File: src/hw/rtl/mpct_pkg.sv
// Package for the mouse packet cursor tracker: widths, register indexes,
// the move command that passes from the framer to the mover, and config.
// No dependencies.
package mpct_pkg;

  localparam int ByteW   = 8;
  localparam int CoordW  = 12;
  localparam int StepW   = 8;
  localparam int BtnW    = 3;
  localparam int CfgIdxW = 2;
  localparam int CfgW    = 12;

  // Depth of the command queue between framer and mover.
  localparam int QueueDepth = 2;
  localparam int QueuePtrW  = $clog2(QueueDepth);
  localparam int QueueCntW  = $clog2(QueueDepth + 1);

  // Register indexes on the configuration port.
  localparam logic [CfgIdxW-1:0] CFG_SCREEN_WIDTH  = 2'd0;
  localparam logic [CfgIdxW-1:0] CFG_SCREEN_HEIGHT = 2'd1;
  localparam logic [CfgIdxW-1:0] CFG_STEP_SIZE     = 2'd2;

  // Reset values of the registers.
  localparam logic [CoordW-1:0] ScreenWidthRst  = 12'd1024;
  localparam logic [CoordW-1:0] ScreenHeightRst = 12'd768;
  localparam logic [StepW-1:0]  StepSizeRst     = 8'd2;

  // Status byte bits.
  localparam int BitFirstMark = 3;
  localparam int BitXNeg      = 4;
  localparam int BitYNeg      = 5;
  localparam int BitXOvf      = 6;
  localparam int BitYOvf      = 7;

  // The cursor stays this far from the far edge of the screen.
  localparam int EdgeMargin = 10;

  // Direction of a move on one axis.
  typedef enum logic [1:0] {
    MOVE_NONE = 2'd0,
    MOVE_INC  = 2'd1,
    MOVE_DEC  = 2'd2
  } move_e;

  // One decoded packet.
  typedef struct packed {
    logic [BtnW-1:0] buttons;
    move_e           move_x;
    move_e           move_y;
  } move_cmd_t;

  // Current register values.
  typedef struct packed {
    logic [CoordW-1:0] screen_width;
    logic [CoordW-1:0] screen_height;
    logic [StepW-1:0]  step_size;
  } cfg_t;

endpackage

File: src/hw/rtl/mpct_byte_if.sv
// Channel for raw mouse bytes.
// Depends on mpct_pkg.
interface mpct_byte_if;
  logic                      valid;
  logic                      ready;
  logic [mpct_pkg::ByteW-1:0] mouse_byte;

  modport source (output valid, output mouse_byte, input ready);
  modport sink   (input valid, input mouse_byte, output ready);
endinterface

File: src/hw/rtl/mpct_cursor_if.sv
// Channel for cursor results.
// Depends on mpct_pkg.
interface mpct_cursor_if;
  logic                        valid;
  logic                        ready;
  logic [mpct_pkg::CoordW-1:0] cursor_x;
  logic [mpct_pkg::CoordW-1:0] cursor_y;
  logic [mpct_pkg::BtnW-1:0]   buttons;

  modport source (output valid, output cursor_x, output cursor_y, output buttons, input ready);
  modport sink   (input valid, input cursor_x, input cursor_y, input buttons, output ready);
endinterface

File: src/hw/rtl/mpct_framer.sv
// Front end: frames raw mouse bytes into 3-byte packets and turns each
// packet without overflow into a move command. Depends on mpct_pkg, mpct_byte_if.
module mpct_framer (
  input  logic                   clk_i,
  input  logic                   rst_ni,
  mpct_byte_if.sink              byte_in,
  input  logic                   queue_full_i,
  output logic                   push_o,
  output mpct_pkg::move_cmd_t    cmd_o
);
  import mpct_pkg::*;

  localparam logic [1:0] IdxStatus = 2'd0;
  localparam logic [1:0] IdxDx     = 2'd1;
  localparam logic [1:0] IdxDy     = 2'd2;

  logic [1:0]       byte_idx_q, byte_idx_d;
  logic [ByteW-1:0] status_q, status_d;
  logic [ByteW-1:0] dx_q, dx_d;
  logic             accept;
  logic [ByteW-1:0] b;

  assign byte_in.ready = !queue_full_i;
  assign accept        = byte_in.valid && byte_in.ready;
  assign b             = byte_in.mouse_byte;

  // Packet framing.
  always_comb begin
    byte_idx_d = byte_idx_q;
    status_d   = status_q;
    dx_d       = dx_q;
    push_o     = 1'b0;
    if (accept) begin
      case (byte_idx_q)
        IdxStatus: begin
          if (b[BitFirstMark]) begin
            status_d   = b;
            byte_idx_d = IdxDx;
          end
        end
        IdxDx: begin
          dx_d       = b;
          byte_idx_d = IdxDy;
        end
        IdxDy: begin
          byte_idx_d = IdxStatus;
          push_o     = !(status_q[BitXOvf] || status_q[BitYOvf]);
        end
        default: byte_idx_d = IdxStatus;
      endcase
    end
  end

  // Decode each axis direction from the sign and whether the delta is nonzero.
  always_comb begin
    cmd_o.buttons = status_q[BtnW-1:0];
    if (status_q[BitXNeg]) begin
      cmd_o.move_x = MOVE_DEC;
    end else if (dx_q != '0) begin
      cmd_o.move_x = MOVE_INC;
    end else begin
      cmd_o.move_x = MOVE_NONE;
    end
    // Rows grow downward, so a positive dy moves the cursor up.
    if (status_q[BitYNeg]) begin
      cmd_o.move_y = MOVE_INC;
    end else if (b != '0) begin
      cmd_o.move_y = MOVE_DEC;
    end else begin
      cmd_o.move_y = MOVE_NONE;
    end
  end

  always_ff @(posedge clk_i or negedge rst_ni) begin
    if (!rst_ni) begin
      byte_idx_q <= IdxStatus;
    end else begin
      byte_idx_q <= byte_idx_d;
    end
  end

  always_ff @(posedge clk_i) begin
    status_q <= status_d;
    dx_q     <= dx_d;
  end

  a_idx_legal: assert property (@(posedge clk_i) disable iff (!rst_ni)
    byte_idx_q != 2'd3)
    else $error("framer byte index out of range");

  a_push_third: assert property (@(posedge clk_i) disable iff (!rst_ni)
    push_o |-> accept && byte_idx_q == IdxDy)
    else $error("command pushed outside the third byte");

  a_wrap: assert property (@(posedge clk_i) disable iff (!rst_ni)
    accept && byte_idx_q == IdxDy |=> byte_idx_q == IdxStatus)
    else $error("framer did not return to the status byte");

endmodule

File: src/hw/rtl/mpct_cmd_fifo.sv
// Short queue of move commands between the framer and the mover.
// Depends on mpct_pkg.
module mpct_cmd_fifo (
  input  logic                   clk_i,
  input  logic                   rst_ni,
  input  logic                   push_i,
  input  mpct_pkg::move_cmd_t    push_cmd_i,
  output logic                   full_o,
  input  logic                   pop_i,
  output logic                   empty_o,
  output mpct_pkg::move_cmd_t    pop_cmd_o
);
  import mpct_pkg::*;

  move_cmd_t             entry_q [QueueDepth];
  logic [QueuePtrW-1:0]  wr_ptr_q, wr_ptr_d;
  logic [QueuePtrW-1:0]  rd_ptr_q, rd_ptr_d;
  logic [QueueCntW-1:0]  count_q, count_d;

  assign full_o    = count_q == QueueCntW'(QueueDepth);
  assign empty_o   = count_q == '0;
  assign pop_cmd_o = entry_q[rd_ptr_q];

  // Pointer and fill count update.
  always_comb begin
    wr_ptr_d = wr_ptr_q;
    rd_ptr_d = rd_ptr_q;
    count_d  = count_q;
    if (push_i) begin
      wr_ptr_d = (wr_ptr_q == QueuePtrW'(QueueDepth - 1)) ? '0 : wr_ptr_q + 1'b1;
    end
    if (pop_i) begin
      rd_ptr_d = (rd_ptr_q == QueuePtrW'(QueueDepth - 1)) ? '0 : rd_ptr_q + 1'b1;
    end
    case ({push_i, pop_i})
      2'b10:   count_d = count_q + 1'b1;
      2'b01:   count_d = count_q - 1'b1;
      default: count_d = count_q;
    endcase
  end

  always_ff @(posedge clk_i or negedge rst_ni) begin
    if (!rst_ni) begin
      wr_ptr_q <= '0;
      rd_ptr_q <= '0;
      count_q  <= '0;
    end else begin
      wr_ptr_q <= wr_ptr_d;
      rd_ptr_q <= rd_ptr_d;
      count_q  <= count_d;
    end
  end

  // Storage needs no reset: an entry is read only after it was written.
  always_ff @(posedge clk_i) begin
    if (push_i) begin
      entry_q[wr_ptr_q] <= push_cmd_i;
    end
  end

  a_no_overflow: assert property (@(posedge clk_i) disable iff (!rst_ni)
    push_i |-> !full_o)
    else $error("push into a full command queue");

  a_no_underflow: assert property (@(posedge clk_i) disable iff (!rst_ni)
    pop_i |-> !empty_o)
    else $error("pop from an empty command queue");

  a_count_up: assert property (@(posedge clk_i) disable iff (!rst_ni)
    push_i && !pop_i |=> count_q == $past(count_q) + 1'b1)
    else $error("queue count did not grow on push");

endmodule

File: src/hw/rtl/mpct_mover.sv
// Back end: applies move commands to the cursor, clamps it to the screen
// and holds the result word. Depends on mpct_pkg, mpct_cursor_if.
module mpct_mover (
  input  logic                   clk_i,
  input  logic                   rst_ni,
  input  mpct_pkg::cfg_t         cfg_i,
  input  logic                   empty_i,
  input  mpct_pkg::move_cmd_t    cmd_i,
  output logic                   pop_o,
  mpct_cursor_if.source          cursor_out
);
  import mpct_pkg::*;

  localparam int PosW = CoordW + 2;

  logic [CoordW-1:0] col_q, col_d;
  logic [CoordW-1:0] row_q, row_d;
  logic [BtnW-1:0]   btn_q, btn_d;
  logic              valid_q, valid_d;

  // Step one axis by the signed move, then clamp to 0 .. resolution - 10.
  function automatic logic [CoordW-1:0] move_clamp(
    input logic [CoordW-1:0] pos,
    input move_e             dir,
    input logic [StepW-1:0]  step,
    input logic [CoordW-1:0] res
  );
    logic signed [PosW-1:0] p;
    logic signed [PosW-1:0] s;
    logic [CoordW-1:0]      limit;
    s = $signed({{(PosW-StepW){1'b0}}, step});
    p = $signed({2'b00, pos});
    case (dir)
      MOVE_INC: p = p + s;
      MOVE_DEC: p = p - s;
      default:  p = p;
    endcase
    if (res < CoordW'(EdgeMargin)) begin
      limit = '0;
    end else begin
      limit = res - CoordW'(EdgeMargin);
    end
    if (p < 0) begin
      return '0;
    end else if (p > $signed({2'b00, limit})) begin
      return limit;
    end else begin
      return p[CoordW-1:0];
    end
  endfunction

  // Take a command whenever the result word is free or being taken.
  assign pop_o = !empty_i && (!valid_q || cursor_out.ready);

  always_comb begin
    col_d   = col_q;
    row_d   = row_q;
    btn_d   = btn_q;
    valid_d = valid_q && !cursor_out.ready;
    if (pop_o) begin
      col_d   = move_clamp(col_q, cmd_i.move_x, cfg_i.step_size, cfg_i.screen_width);
      row_d   = move_clamp(row_q, cmd_i.move_y, cfg_i.step_size, cfg_i.screen_height);
      btn_d   = cmd_i.buttons;
      valid_d = 1'b1;
    end
  end

  always_ff @(posedge clk_i or negedge rst_ni) begin
    if (!rst_ni) begin
      col_q   <= '0;
      row_q   <= '0;
      btn_q   <= '0;
      valid_q <= 1'b0;
    end else begin
      col_q   <= col_d;
      row_q   <= row_d;
      btn_q   <= btn_d;
      valid_q <= valid_d;
    end
  end

  assign cursor_out.valid    = valid_q;
  assign cursor_out.cursor_x = col_q;
  assign cursor_out.cursor_y = row_q;
  assign cursor_out.buttons  = btn_q;

  a_pop_shows: assert property (@(posedge clk_i) disable iff (!rst_ni)
    pop_o |=> valid_q)
    else $error("popped command produced no word");

  a_hold_cursor: assert property (@(posedge clk_i) disable iff (!rst_ni)
    !pop_o |=> $stable(col_q) && $stable(row_q) && $stable(btn_q))
    else $error("cursor changed without a command");

  a_pop_free: assert property (@(posedge clk_i) disable iff (!rst_ni)
    pop_o |-> !valid_q || cursor_out.ready)
    else $error("command taken while a word is still held");

endmodule

File: src/hw/rtl/mouse_packet_cursor_tracker.sv
// Mouse packet cursor tracker, top level: register file, framer, queue, mover.
// Path: on a packet's third byte the framer pushes a command into the queue; the
// mover moves it into the result word register once that word is free or taken.
// Throughput: one byte per cycle until stalls fill the two-entry command queue.
// Reset: asynchronous, active low; cursor and buttons to 0, framing restarts at a
// status byte, registers to 1024, 768 and 2. No clearing pass is needed.
// Depends on mpct_pkg, mpct_byte_if, mpct_cursor_if and the mpct_* modules.
module mouse_packet_cursor_tracker (
  input  logic                          clk_i,
  input  logic                          rst_ni,
  mpct_byte_if.sink                     byte_in,
  mpct_cursor_if.source                 cursor_out,
  input  logic                          cfg_we_i,
  input  logic [mpct_pkg::CfgIdxW-1:0]  cfg_idx_i,
  input  logic [mpct_pkg::CfgW-1:0]     cfg_data_i
);
  import mpct_pkg::*;

  cfg_t      cfg_q;
  logic      push;
  logic      pop;
  logic      queue_full;
  logic      queue_empty;
  move_cmd_t push_cmd;
  move_cmd_t pop_cmd;

  // Configuration registers; writes beyond the list are ignored.
  always_ff @(posedge clk_i or negedge rst_ni) begin
    if (!rst_ni) begin
      cfg_q.screen_width  <= ScreenWidthRst;
      cfg_q.screen_height <= ScreenHeightRst;
      cfg_q.step_size     <= StepSizeRst;
    end else if (cfg_we_i) begin
      case (cfg_idx_i)
        CFG_SCREEN_WIDTH:  cfg_q.screen_width  <= cfg_data_i[CoordW-1:0];
        CFG_SCREEN_HEIGHT: cfg_q.screen_height <= cfg_data_i[CoordW-1:0];
        CFG_STEP_SIZE:     cfg_q.step_size     <= cfg_data_i[StepW-1:0];
        default:           cfg_q               <= cfg_q;
      endcase
    end
  end

  mpct_framer u_framer (
    .clk_i        (clk_i),
    .rst_ni       (rst_ni),
    .byte_in      (byte_in),
    .queue_full_i (queue_full),
    .push_o       (push),
    .cmd_o        (push_cmd)
  );

  mpct_cmd_fifo u_fifo (
    .clk_i      (clk_i),
    .rst_ni     (rst_ni),
    .push_i     (push),
    .push_cmd_i (push_cmd),
    .full_o     (queue_full),
    .pop_i      (pop),
    .empty_o    (queue_empty),
    .pop_cmd_o  (pop_cmd)
  );

  mpct_mover u_mover (
    .clk_i      (clk_i),
    .rst_ni     (rst_ni),
    .cfg_i      (cfg_q),
    .empty_i    (queue_empty),
    .cmd_i      (pop_cmd),
    .pop_o      (pop),
    .cursor_out (cursor_out)
  );

endmodule
File: src/flat_wrapper.sv
// flat-port wrapper written by rule: the top's interface ports become plain ports
module mouse_packet_cursor_tracker_flat import mpct_pkg::*;
  (clk_i, rst_ni, cfg_we_i, cfg_idx_i, cfg_data_i, byte_in_valid, byte_in_mouse_byte, byte_in_ready, cursor_out_valid, cursor_out_cursor_x, cursor_out_cursor_y, cursor_out_buttons, cursor_out_ready);
  mpct_byte_if byte_in_i ();
  mpct_cursor_if cursor_out_i ();
  input  logic clk_i;
  input  logic rst_ni;
  input  logic cfg_we_i;
  input  logic [mpct_pkg::CfgIdxW-1:0] cfg_idx_i;
  input  logic [mpct_pkg::CfgW-1:0] cfg_data_i;
  input wire logic [$bits(byte_in_i.valid)-1:0] byte_in_valid;
  input wire logic [$bits(byte_in_i.mouse_byte)-1:0] byte_in_mouse_byte;
  output wire logic [$bits(byte_in_i.ready)-1:0] byte_in_ready;
  output wire logic [$bits(cursor_out_i.valid)-1:0] cursor_out_valid;
  output wire logic [$bits(cursor_out_i.cursor_x)-1:0] cursor_out_cursor_x;
  output wire logic [$bits(cursor_out_i.cursor_y)-1:0] cursor_out_cursor_y;
  output wire logic [$bits(cursor_out_i.buttons)-1:0] cursor_out_buttons;
  input wire logic [$bits(cursor_out_i.ready)-1:0] cursor_out_ready;
  assign byte_in_i.valid = byte_in_valid;
  assign byte_in_i.mouse_byte = byte_in_mouse_byte;
  assign byte_in_ready = byte_in_i.ready;
  assign cursor_out_valid = cursor_out_i.valid;
  assign cursor_out_cursor_x = cursor_out_i.cursor_x;
  assign cursor_out_cursor_y = cursor_out_i.cursor_y;
  assign cursor_out_buttons = cursor_out_i.buttons;
  assign cursor_out_i.ready = cursor_out_ready;
  mouse_packet_cursor_tracker u_core (.clk_i(clk_i), .rst_ni(rst_ni), .byte_in(byte_in_i), .cursor_out(cursor_out_i), .cfg_we_i(cfg_we_i), .cfg_idx_i(cfg_idx_i), .cfg_data_i(cfg_data_i));
endmodule
File: config.mk
export PLATFORM = sky130hd
export DESIGN_NAME = mouse_packet_cursor_tracker_flat
export DESIGN_NICKNAME = d
export VERILOG_FILES = /design/src/hw/rtl/mpct_pkg.sv /design/src/hw/rtl/mpct_byte_if.sv /design/src/hw/rtl/mpct_cursor_if.sv /design/src/hw/rtl/mpct_framer.sv /design/src/hw/rtl/mpct_cmd_fifo.sv /design/src/hw/rtl/mpct_mover.sv /design/src/hw/rtl/mouse_packet_cursor_tracker.sv /design/src/flat_wrapper.sv
export SDC_FILE = /design/constraint.sdc
export NUM_CORES = 1
export LEC_CHECK = 0
export BUFFER_PORTS_ARGS = -buffer_cell sky130_fd_sc_hd__buf_2
export CELL_PAD_IN_SITES_DETAIL_PLACEMENT = 1
export CELL_PAD_IN_SITES_GLOBAL_PLACEMENT = 1
export CORE_UTILIZATION = 40
export DETAILED_ROUTE_END_ITERATION = 7
export PLACE_DENSITY = 0.73
export SLEW_MARGIN = 40
export SYNTH_ARGS = -nofsm -noshare
export SYNTH_HDL_FRONTEND = slang
export SYNTH_SLANG_ARGS = --single-unit
File: constraint.sdc
create_clock -name clk_i -period 9.9 [get_ports clk_i]
set_input_delay 0 -clock clk_i [delete_from_list [all_inputs] [get_ports clk_i]]
set_output_delay 0 -clock clk_i [all_outputs]
set_load 0.05 [all_outputs]
; ---- Word-level counts from Yosys, hierarchy flattened
; Memories as Yosys holds them, arrays and structs flattened.
; Index checks and enable logic that the tools add are counted.
[op_classes]
addsub = 10
reduce_logical = 22
n_lt_le_gt_ge = 6
n_eq_ne = 12
n_mux = 26
[ops]
columns = cell, count
row1 = two-way mux 12 bit, 8
row2 = one-hot mux 14 bit (2 select lines), 2
row3 = greater-than comparator 14 x 13 -> 1 bit, 2
row4 = < comparator 14 x 1 -> 1 bit (second input constant), 2
row5 = two-way mux 14 bit, 2
row6 = adder 12 x 8 -> 13 bit, 2
row7 = subtractor 12 x 8 -> 13 bit, 2
row8 = < comparator 12 x 4 -> 1 bit (second input constant), 2
row9 = subtractor 12 x 4 -> 12 bit (second input constant), 2
row10 = nonzero test 8 bit, 2
row11 = equality test 2 bit (second input constant), 6
row12 = equality test 2 x 1 -> 1 bit (second input constant), 5
row13 = AND reduction 2 bit, 5
row14 = two-way mux 1 bit, 8
row15 = two-way mux 2 bit, 4
row16 = one-hot mux 2 bit (2 select lines), 2
row17 = logical NOT 2 bit, 3
row18 = logical NOT 1 bit, 5
row19 = logical AND 1 bit, 3
row20 = AND reduction 3 bit, 1
row21 = adder 1 bit (second input constant), 2
row22 = adder 2 x 1 -> 2 bit (second input constant), 1
row23 = logical OR 1 bit, 2
row24 = != test 2 bit (second input constant), 1
row25 = other kinds (2), 2
[word_totals]
register_bits = 81
mem_count = 1
inputBits = 27
ramBits = 14
out_inout_bits = 29
elab_cells = 90
[memory_table]
columns = name, depth, word_bits, read_ports, rd_clocked_by_memory_dff, write_ports, line_no
row1 = u_core.u_fifo.entry_q, 2, 7, 1, 0, 1, mpct_cmd_fifo.sv:15  ; move_cmd_t entry_q [QueueDepth];

; ---- Logic depth before layout (Yosys ltp)
[depth]
depth_word = 7
depth_mapped = 19
depth_no_buf = 17

; ---- Modules after synthesis
; From an unflattened synthesis, not the netlist that was laid out.
[unflattened]
cells_unflattened = 787
area_unflattened_um2 = 7533.5
[by_module_without_submodules]
columns = module, cells_per_inst, seq_area_each_um2, area_each_um2, n_inst
row1 = mpct_mover, 642, 700.7, 4957.3, 1
row2 = mouse_packet_cursor_tracker, 69, 805.8, 1234.9, 1
row3 = mpct_cmd_fifo, 38, 520.5, 690.7, 1
row4 = mpct_framer, 38, 500.5, 650.6, 1

; ---- Worst setup path before layout
; OpenSTA, ideal clock, no wires.
[synth_path]
path_type = register to register
from = register u_core.u_mover.col_q[0] (netlist: u_core.u_mover.cursor_out.cursor_x[0])
to = register u_core.u_mover.col_q[5] (netlist: u_core.u_mover.cursor_out.cursor_x[5])
stages_incl_launch_ff = 18
arrival_ns = 4.219
required_ns = 9.817
slack_ns = 5.598
path_buffers = 0
synth_period_minus_slack_ns = 4.302
setup_ns = 0.083
cell_sequence = dfrtp_1 -> ha_1 -> inv_1 -> fa_1 -> o21bai_1 -> nand2_1 -> nand4b_1 -> nand2b_1 -> a221o_1 -> a22o_1 -> ha_1 -> a21oi_1 -> a21boi_0 -> a2111oi_0 -> a221oi_1 -> nor2_2 -> mux2_2 -> o22ai_1
[synth_via]
elab_chain_cells = 6
word_cells_on_any_way = 8
cone_classes = 2 x add/sub / 2 x order compare / 4 x mux
[synth_lines]
columns = item, line_no
row1 = from (decl), mpct_mover.sv:16  ; logic [CoordW-1:0] col_q, col_d;
row2 = from (signal assigned), mpct_mover.sv:75  ; col_q <= col_d;
row3 = subtractor 12 x 8 -> 13 bit or adder 12 x 8 -> 13 bit (tied branches), "mpct_mover.sv:35, mpct_mover.sv:34"
row4 = one-hot mux 14 bit (2 select lines) *, mpct_mover.sv:33  ; case (dir)
row5 = two-way mux 14 bit *, mpct_mover.sv:60  ; if (pop_o) begin
row6 = greater-than comparator 14 x 13 -> 1 bit, mpct_mover.sv:45  ; end else if (p > $signed({2'b00, limit})) begin
row7 = two-way mux 12 bit, mpct_mover.sv:45
row8 = two-way mux 12 bit *, mpct_mover.sv:43  ; if (p < 0) begin
; Mark *: on every way between the ends. The rest lies on a longest branch, timed or not. The select of a mux whose other input is x is not followed.
; A chain may end at the register's enable or synchronous reset.

; ---- Final worst setup path
[layout_path]
from = register u_core.cfg_q[1] (netlist bit)
to = register u_core.u_mover.row_q[1] (netlist: u_core.u_mover.cursor_out.cursor_y[1])
[layout_via]
elab_chain_cells = 6
word_cells_on_any_way = 8
cone_classes = 2 x add/sub / 2 x order compare / 4 x mux
[layout_lines]
columns = item, line_no
row1 = from (decl), mouse_packet_cursor_tracker.sv:19  ; cfg_t cfg_q;
row2 = from (signal assigned), mouse_packet_cursor_tracker.sv:38  ; default: cfg_q <= cfg_q;
row3 = subtractor 12 x 8 -> 13 bit or adder 12 x 8 -> 13 bit (tied branches), "mpct_mover.sv:35, mpct_mover.sv:34"
row4 = one-hot mux 14 bit (2 select lines) *, mpct_mover.sv:33
row5 = two-way mux 14 bit *, mpct_mover.sv:60
row6 = greater-than comparator 14 x 13 -> 1 bit, mpct_mover.sv:45
row7 = two-way mux 12 bit, mpct_mover.sv:45
row8 = two-way mux 12 bit *, mpct_mover.sv:43
row9 = to (signal assigned), mpct_mover.sv:76  ; row_q <= row_d;
row10 = to (decl), mpct_mover.sv:17  ; logic [CoordW-1:0] row_q, row_d;
; Marks and branches as above.

==> impl_metrics.toml <==
[clocking]
htreeDepth = 3
clock_sinks = 95
cts-root-buf = "clkbuf_16"
cts_buffers = 9
clock_path_buffers = 2
path_clk_slew_ns = 0.08
clk_latency_ns = 0.35
cts_tree = "done"

[grt]
grtUsageTotal = 0.239
overflow = 0
antenna_found_initial = 0
grt_pass1_vias = 6467
grt_max_degree = 67
grt_pass1_wl_um = 34300

[power_and_ir_drop]
power_density_nw_per_um2 = 332
finalPower_mw = 2.73
cellLeakagePower_nw = 3.68
ir_drop_uv = 130

[timing]
setup_ws_ns = 4.62
hold_violations = 0
totalNegativeSetupSlack_ns = 0
setup_viol = 0
tightest_slew_ns = 0.801
post-route-period-util = 0.533
fin_crit_ns = 5.28
clock_skew_ns = 0.0117
holdWs_ns = 0.0701
maxSlewViolCount = 0
max_freq_ghz = 0.189
rsz0062_at_grt = "no"
slew-limit-headroom = 0.466

[run_status]
status = "complete, no violations"

[cells_and_area]
fin_nets = 933
fin_cells = 1069
layout_commonest_cell = "inv_1"
antennaDiodeCount = 0
final_util = 0.470
final_cell_mix = "63 x inv_1, 62 x nand2_1, 62 x ha_1, 62 x dfrtp_1, 55 x buf_2"
fin_area_um2 = 8210
drive_above_1_share = 0.155
n_fill_cell = 1999
area_delta_synth_final_pct = 13.8

[worst_setup_path]
critPathSlowestCell = "dfstp_2"
crit_path_start_kind = "flop"
r2r-end = "u_core.u_mover.cursor_out.cursor_y[1]"
ff2ff_setup_slack_ns = 4.62
crit_arrival_ns = 5.52
crit_path_end_kind = "flop"
crit_required_ns = 10.14
ff2ff_path_depth = 16
max_stage_delay_ns = 0.66
crit_start = "u_core.cfg_q[1]"
r2r-start = "u_core.cfg_q[1]"
crit_path_cell_trace = "inv_1 > fa_1 > o21bai_1 > a211oi_1 > o211ai_1 > a21oi_1 > a21o_1 > a211oi_1 > inv_1 > ha_1 > nand4_1 > nor4_1 > o22ai_1 > a21oi_2 > mux2_2 > a22o_1"
worstSetupPathType = "reg -> reg"
crit_fanout = 14

[worst_hold_path]
hold_depth = 3
min_path_type = "in -> reg"
hp-start = "cfg_idx_i[0]"
min_to = "u_core.cfg_q[21]"

[routing]
via_per_inst = 5.87
ant_nets = 0
finalWirelength_um = 21200
drtPass1Iterations = 7
route.vias.total = 6277
drc_errors = 0
dr.first_iter.drc_count = 410
wl_per_cell_um = 19.9

[die]
die_h_um = 136
die_x_um = 136
coreArea_um2 = 17500
rows = 48
io_pins = 56
initial_core_util = 0.413
die_area_um2 = 18600

[synthesis]
synth_ff_type = "dfrtp_1"
synth-edff-count = 29
async_flop_share = 0.695
yosysWarnings = 0
synth_nets = 875
synth_top_cell_by_area = "dfrtp_1"
synth_top_cell_area_share = 0.215
yosysSeqAreaShare = 0.350
synthTopCellsByArea = "dfrtp_1 22%, edfxtp_1 12%, ha_1 11%, mux2_2 5.5%, inv_1 3.3%"
postSynthCellCount = 781
postSynthRegisterBits = 95
syn-mean-instance-area_um2 = 9.23
synth_cell_types = 75
syn_area_um2 = 7210

[placement]
place_area_um2 = 7680
place_hpwl_um = 16700
port_buffers = 55
place.gp.congestion = 0.896
place_inst = 1031
pre_cts_ws_ns = 4.66

[run]
maxCapViolCount = 0
[metal layers]
layer	track usage	up-vias	share of wire
met3	0.0365	18	0.042
li1	-	2990	-
met2	0.396	139	0.48
met4	0.0549	0	0.012
met5	0	-	0
met1	0.326	3130	0.47
[where the power goes]
group,switching (mW),internal (mW),leakage [nW]
logic,1.07,0.640,2.46
clock network,0.170,0.181,0.150
registers,0.154,0.509,1.07
[registers in the layout, summed over array words and instances, names as in the netlist]
signal                              cells
u_core.cfg_q                           32
u_core.u_fifo.count_q                   2
u_core.u_fifo.entry_q                  14
u_core.u_fifo.rd_ptr_q                  1
u_core.u_fifo.wr_ptr_q                  1
u_core.u_framer.byte_idx_q              2
u_core.u_framer.dx_q                    8
u_core.u_framer.status_q                7
u_core.u_mover.cursor_out.buttons       3
u_core.u_mover.cursor_out.cursor_x     12
u_core.u_mover.cursor_out.cursor_y     12
u_core.u_mover.cursor_out.valid         1
[critical path: cells and delay by family (launching register included)]
kind	cells	cell delay [ns]
multiplexers	1	0.41
AND/OR/NAND/NOR	2	0.58
flip-flops	1	0.66
buffers and inverters	2	0.30
AO/OA/AOI/OAI	9	2.35
adder cells (fa/ha/maj)	2	0.86
[logic make-up after synthesis]
logic type,after synthesis,synth area share
buf+inv,97,0.0519
xor+xnor,21,0.0255
compound gates,198,0.190
fa+ha+maj,67,0.120
flops,95,0.350
simple gates,247,0.177
mux,56,0.0838
[cell usage after synthesis (11+ instances only)]
| master | count |
|---|---|
| nand2b_1 | 12 |
| nor3_1 | 25 |
| nor2b_1 | 16 |
| o22ai_1 | 15 |
| mux2_2 | 35 |
| edfxtp_1 | 29 |
| dfrtp_1 | 62 |
| nand2_1 | 62 |
| xnor2_1 | 11 |
| ha_1 | 63 |
| a21oi_1 | 36 |
| nand3_1 | 14 |
| nor2_1 | 46 |
| mux2i_1 | 21 |
| inv_1 | 63 |
| o21ai_0 | 32 |
| clkbuf_1 | 26 |
[layout make-up]
cell class / instances / area, um^2 / area share
clock inverters: 7 / 73.8 / 0.00899
inverters: 64 / 240 / 0.0293
clock buffers: 9 / 225 / 0.0274
well taps: 225 / 282 / 0.0343
flip-flops and latches: 95 / 2530 / 0.308
repair buffers: 80 / 522 / 0.0635
multi-input cells: 589 / 4340 / 0.529
[what timing repair did]
action / CTS / global route
hold endpoints to repair: 110 / 0
resized for setup: 0 / 0
setup buffers: 0 / 0
hold buffers: 22 / 0
[worst max-delay path by stage]
stage | depth (start not counted) | endpoint
floorplan | 17 | u_core.u_mover.cursor_out.cursor_x[5]
global placement | 15 | u_core.u_mover.cursor_out.cursor_y[1]
detailed placement | 15 | u_core.u_mover.cursor_out.cursor_y[1]
CTS | 15 | u_core.u_mover.cursor_out.cursor_y[1]
global route | 16 | u_core.u_mover.cursor_out.cursor_y[1]
finish | 16 | u_core.u_mover.cursor_out.cursor_y[1]
Power figures use the tool's default switching activity.
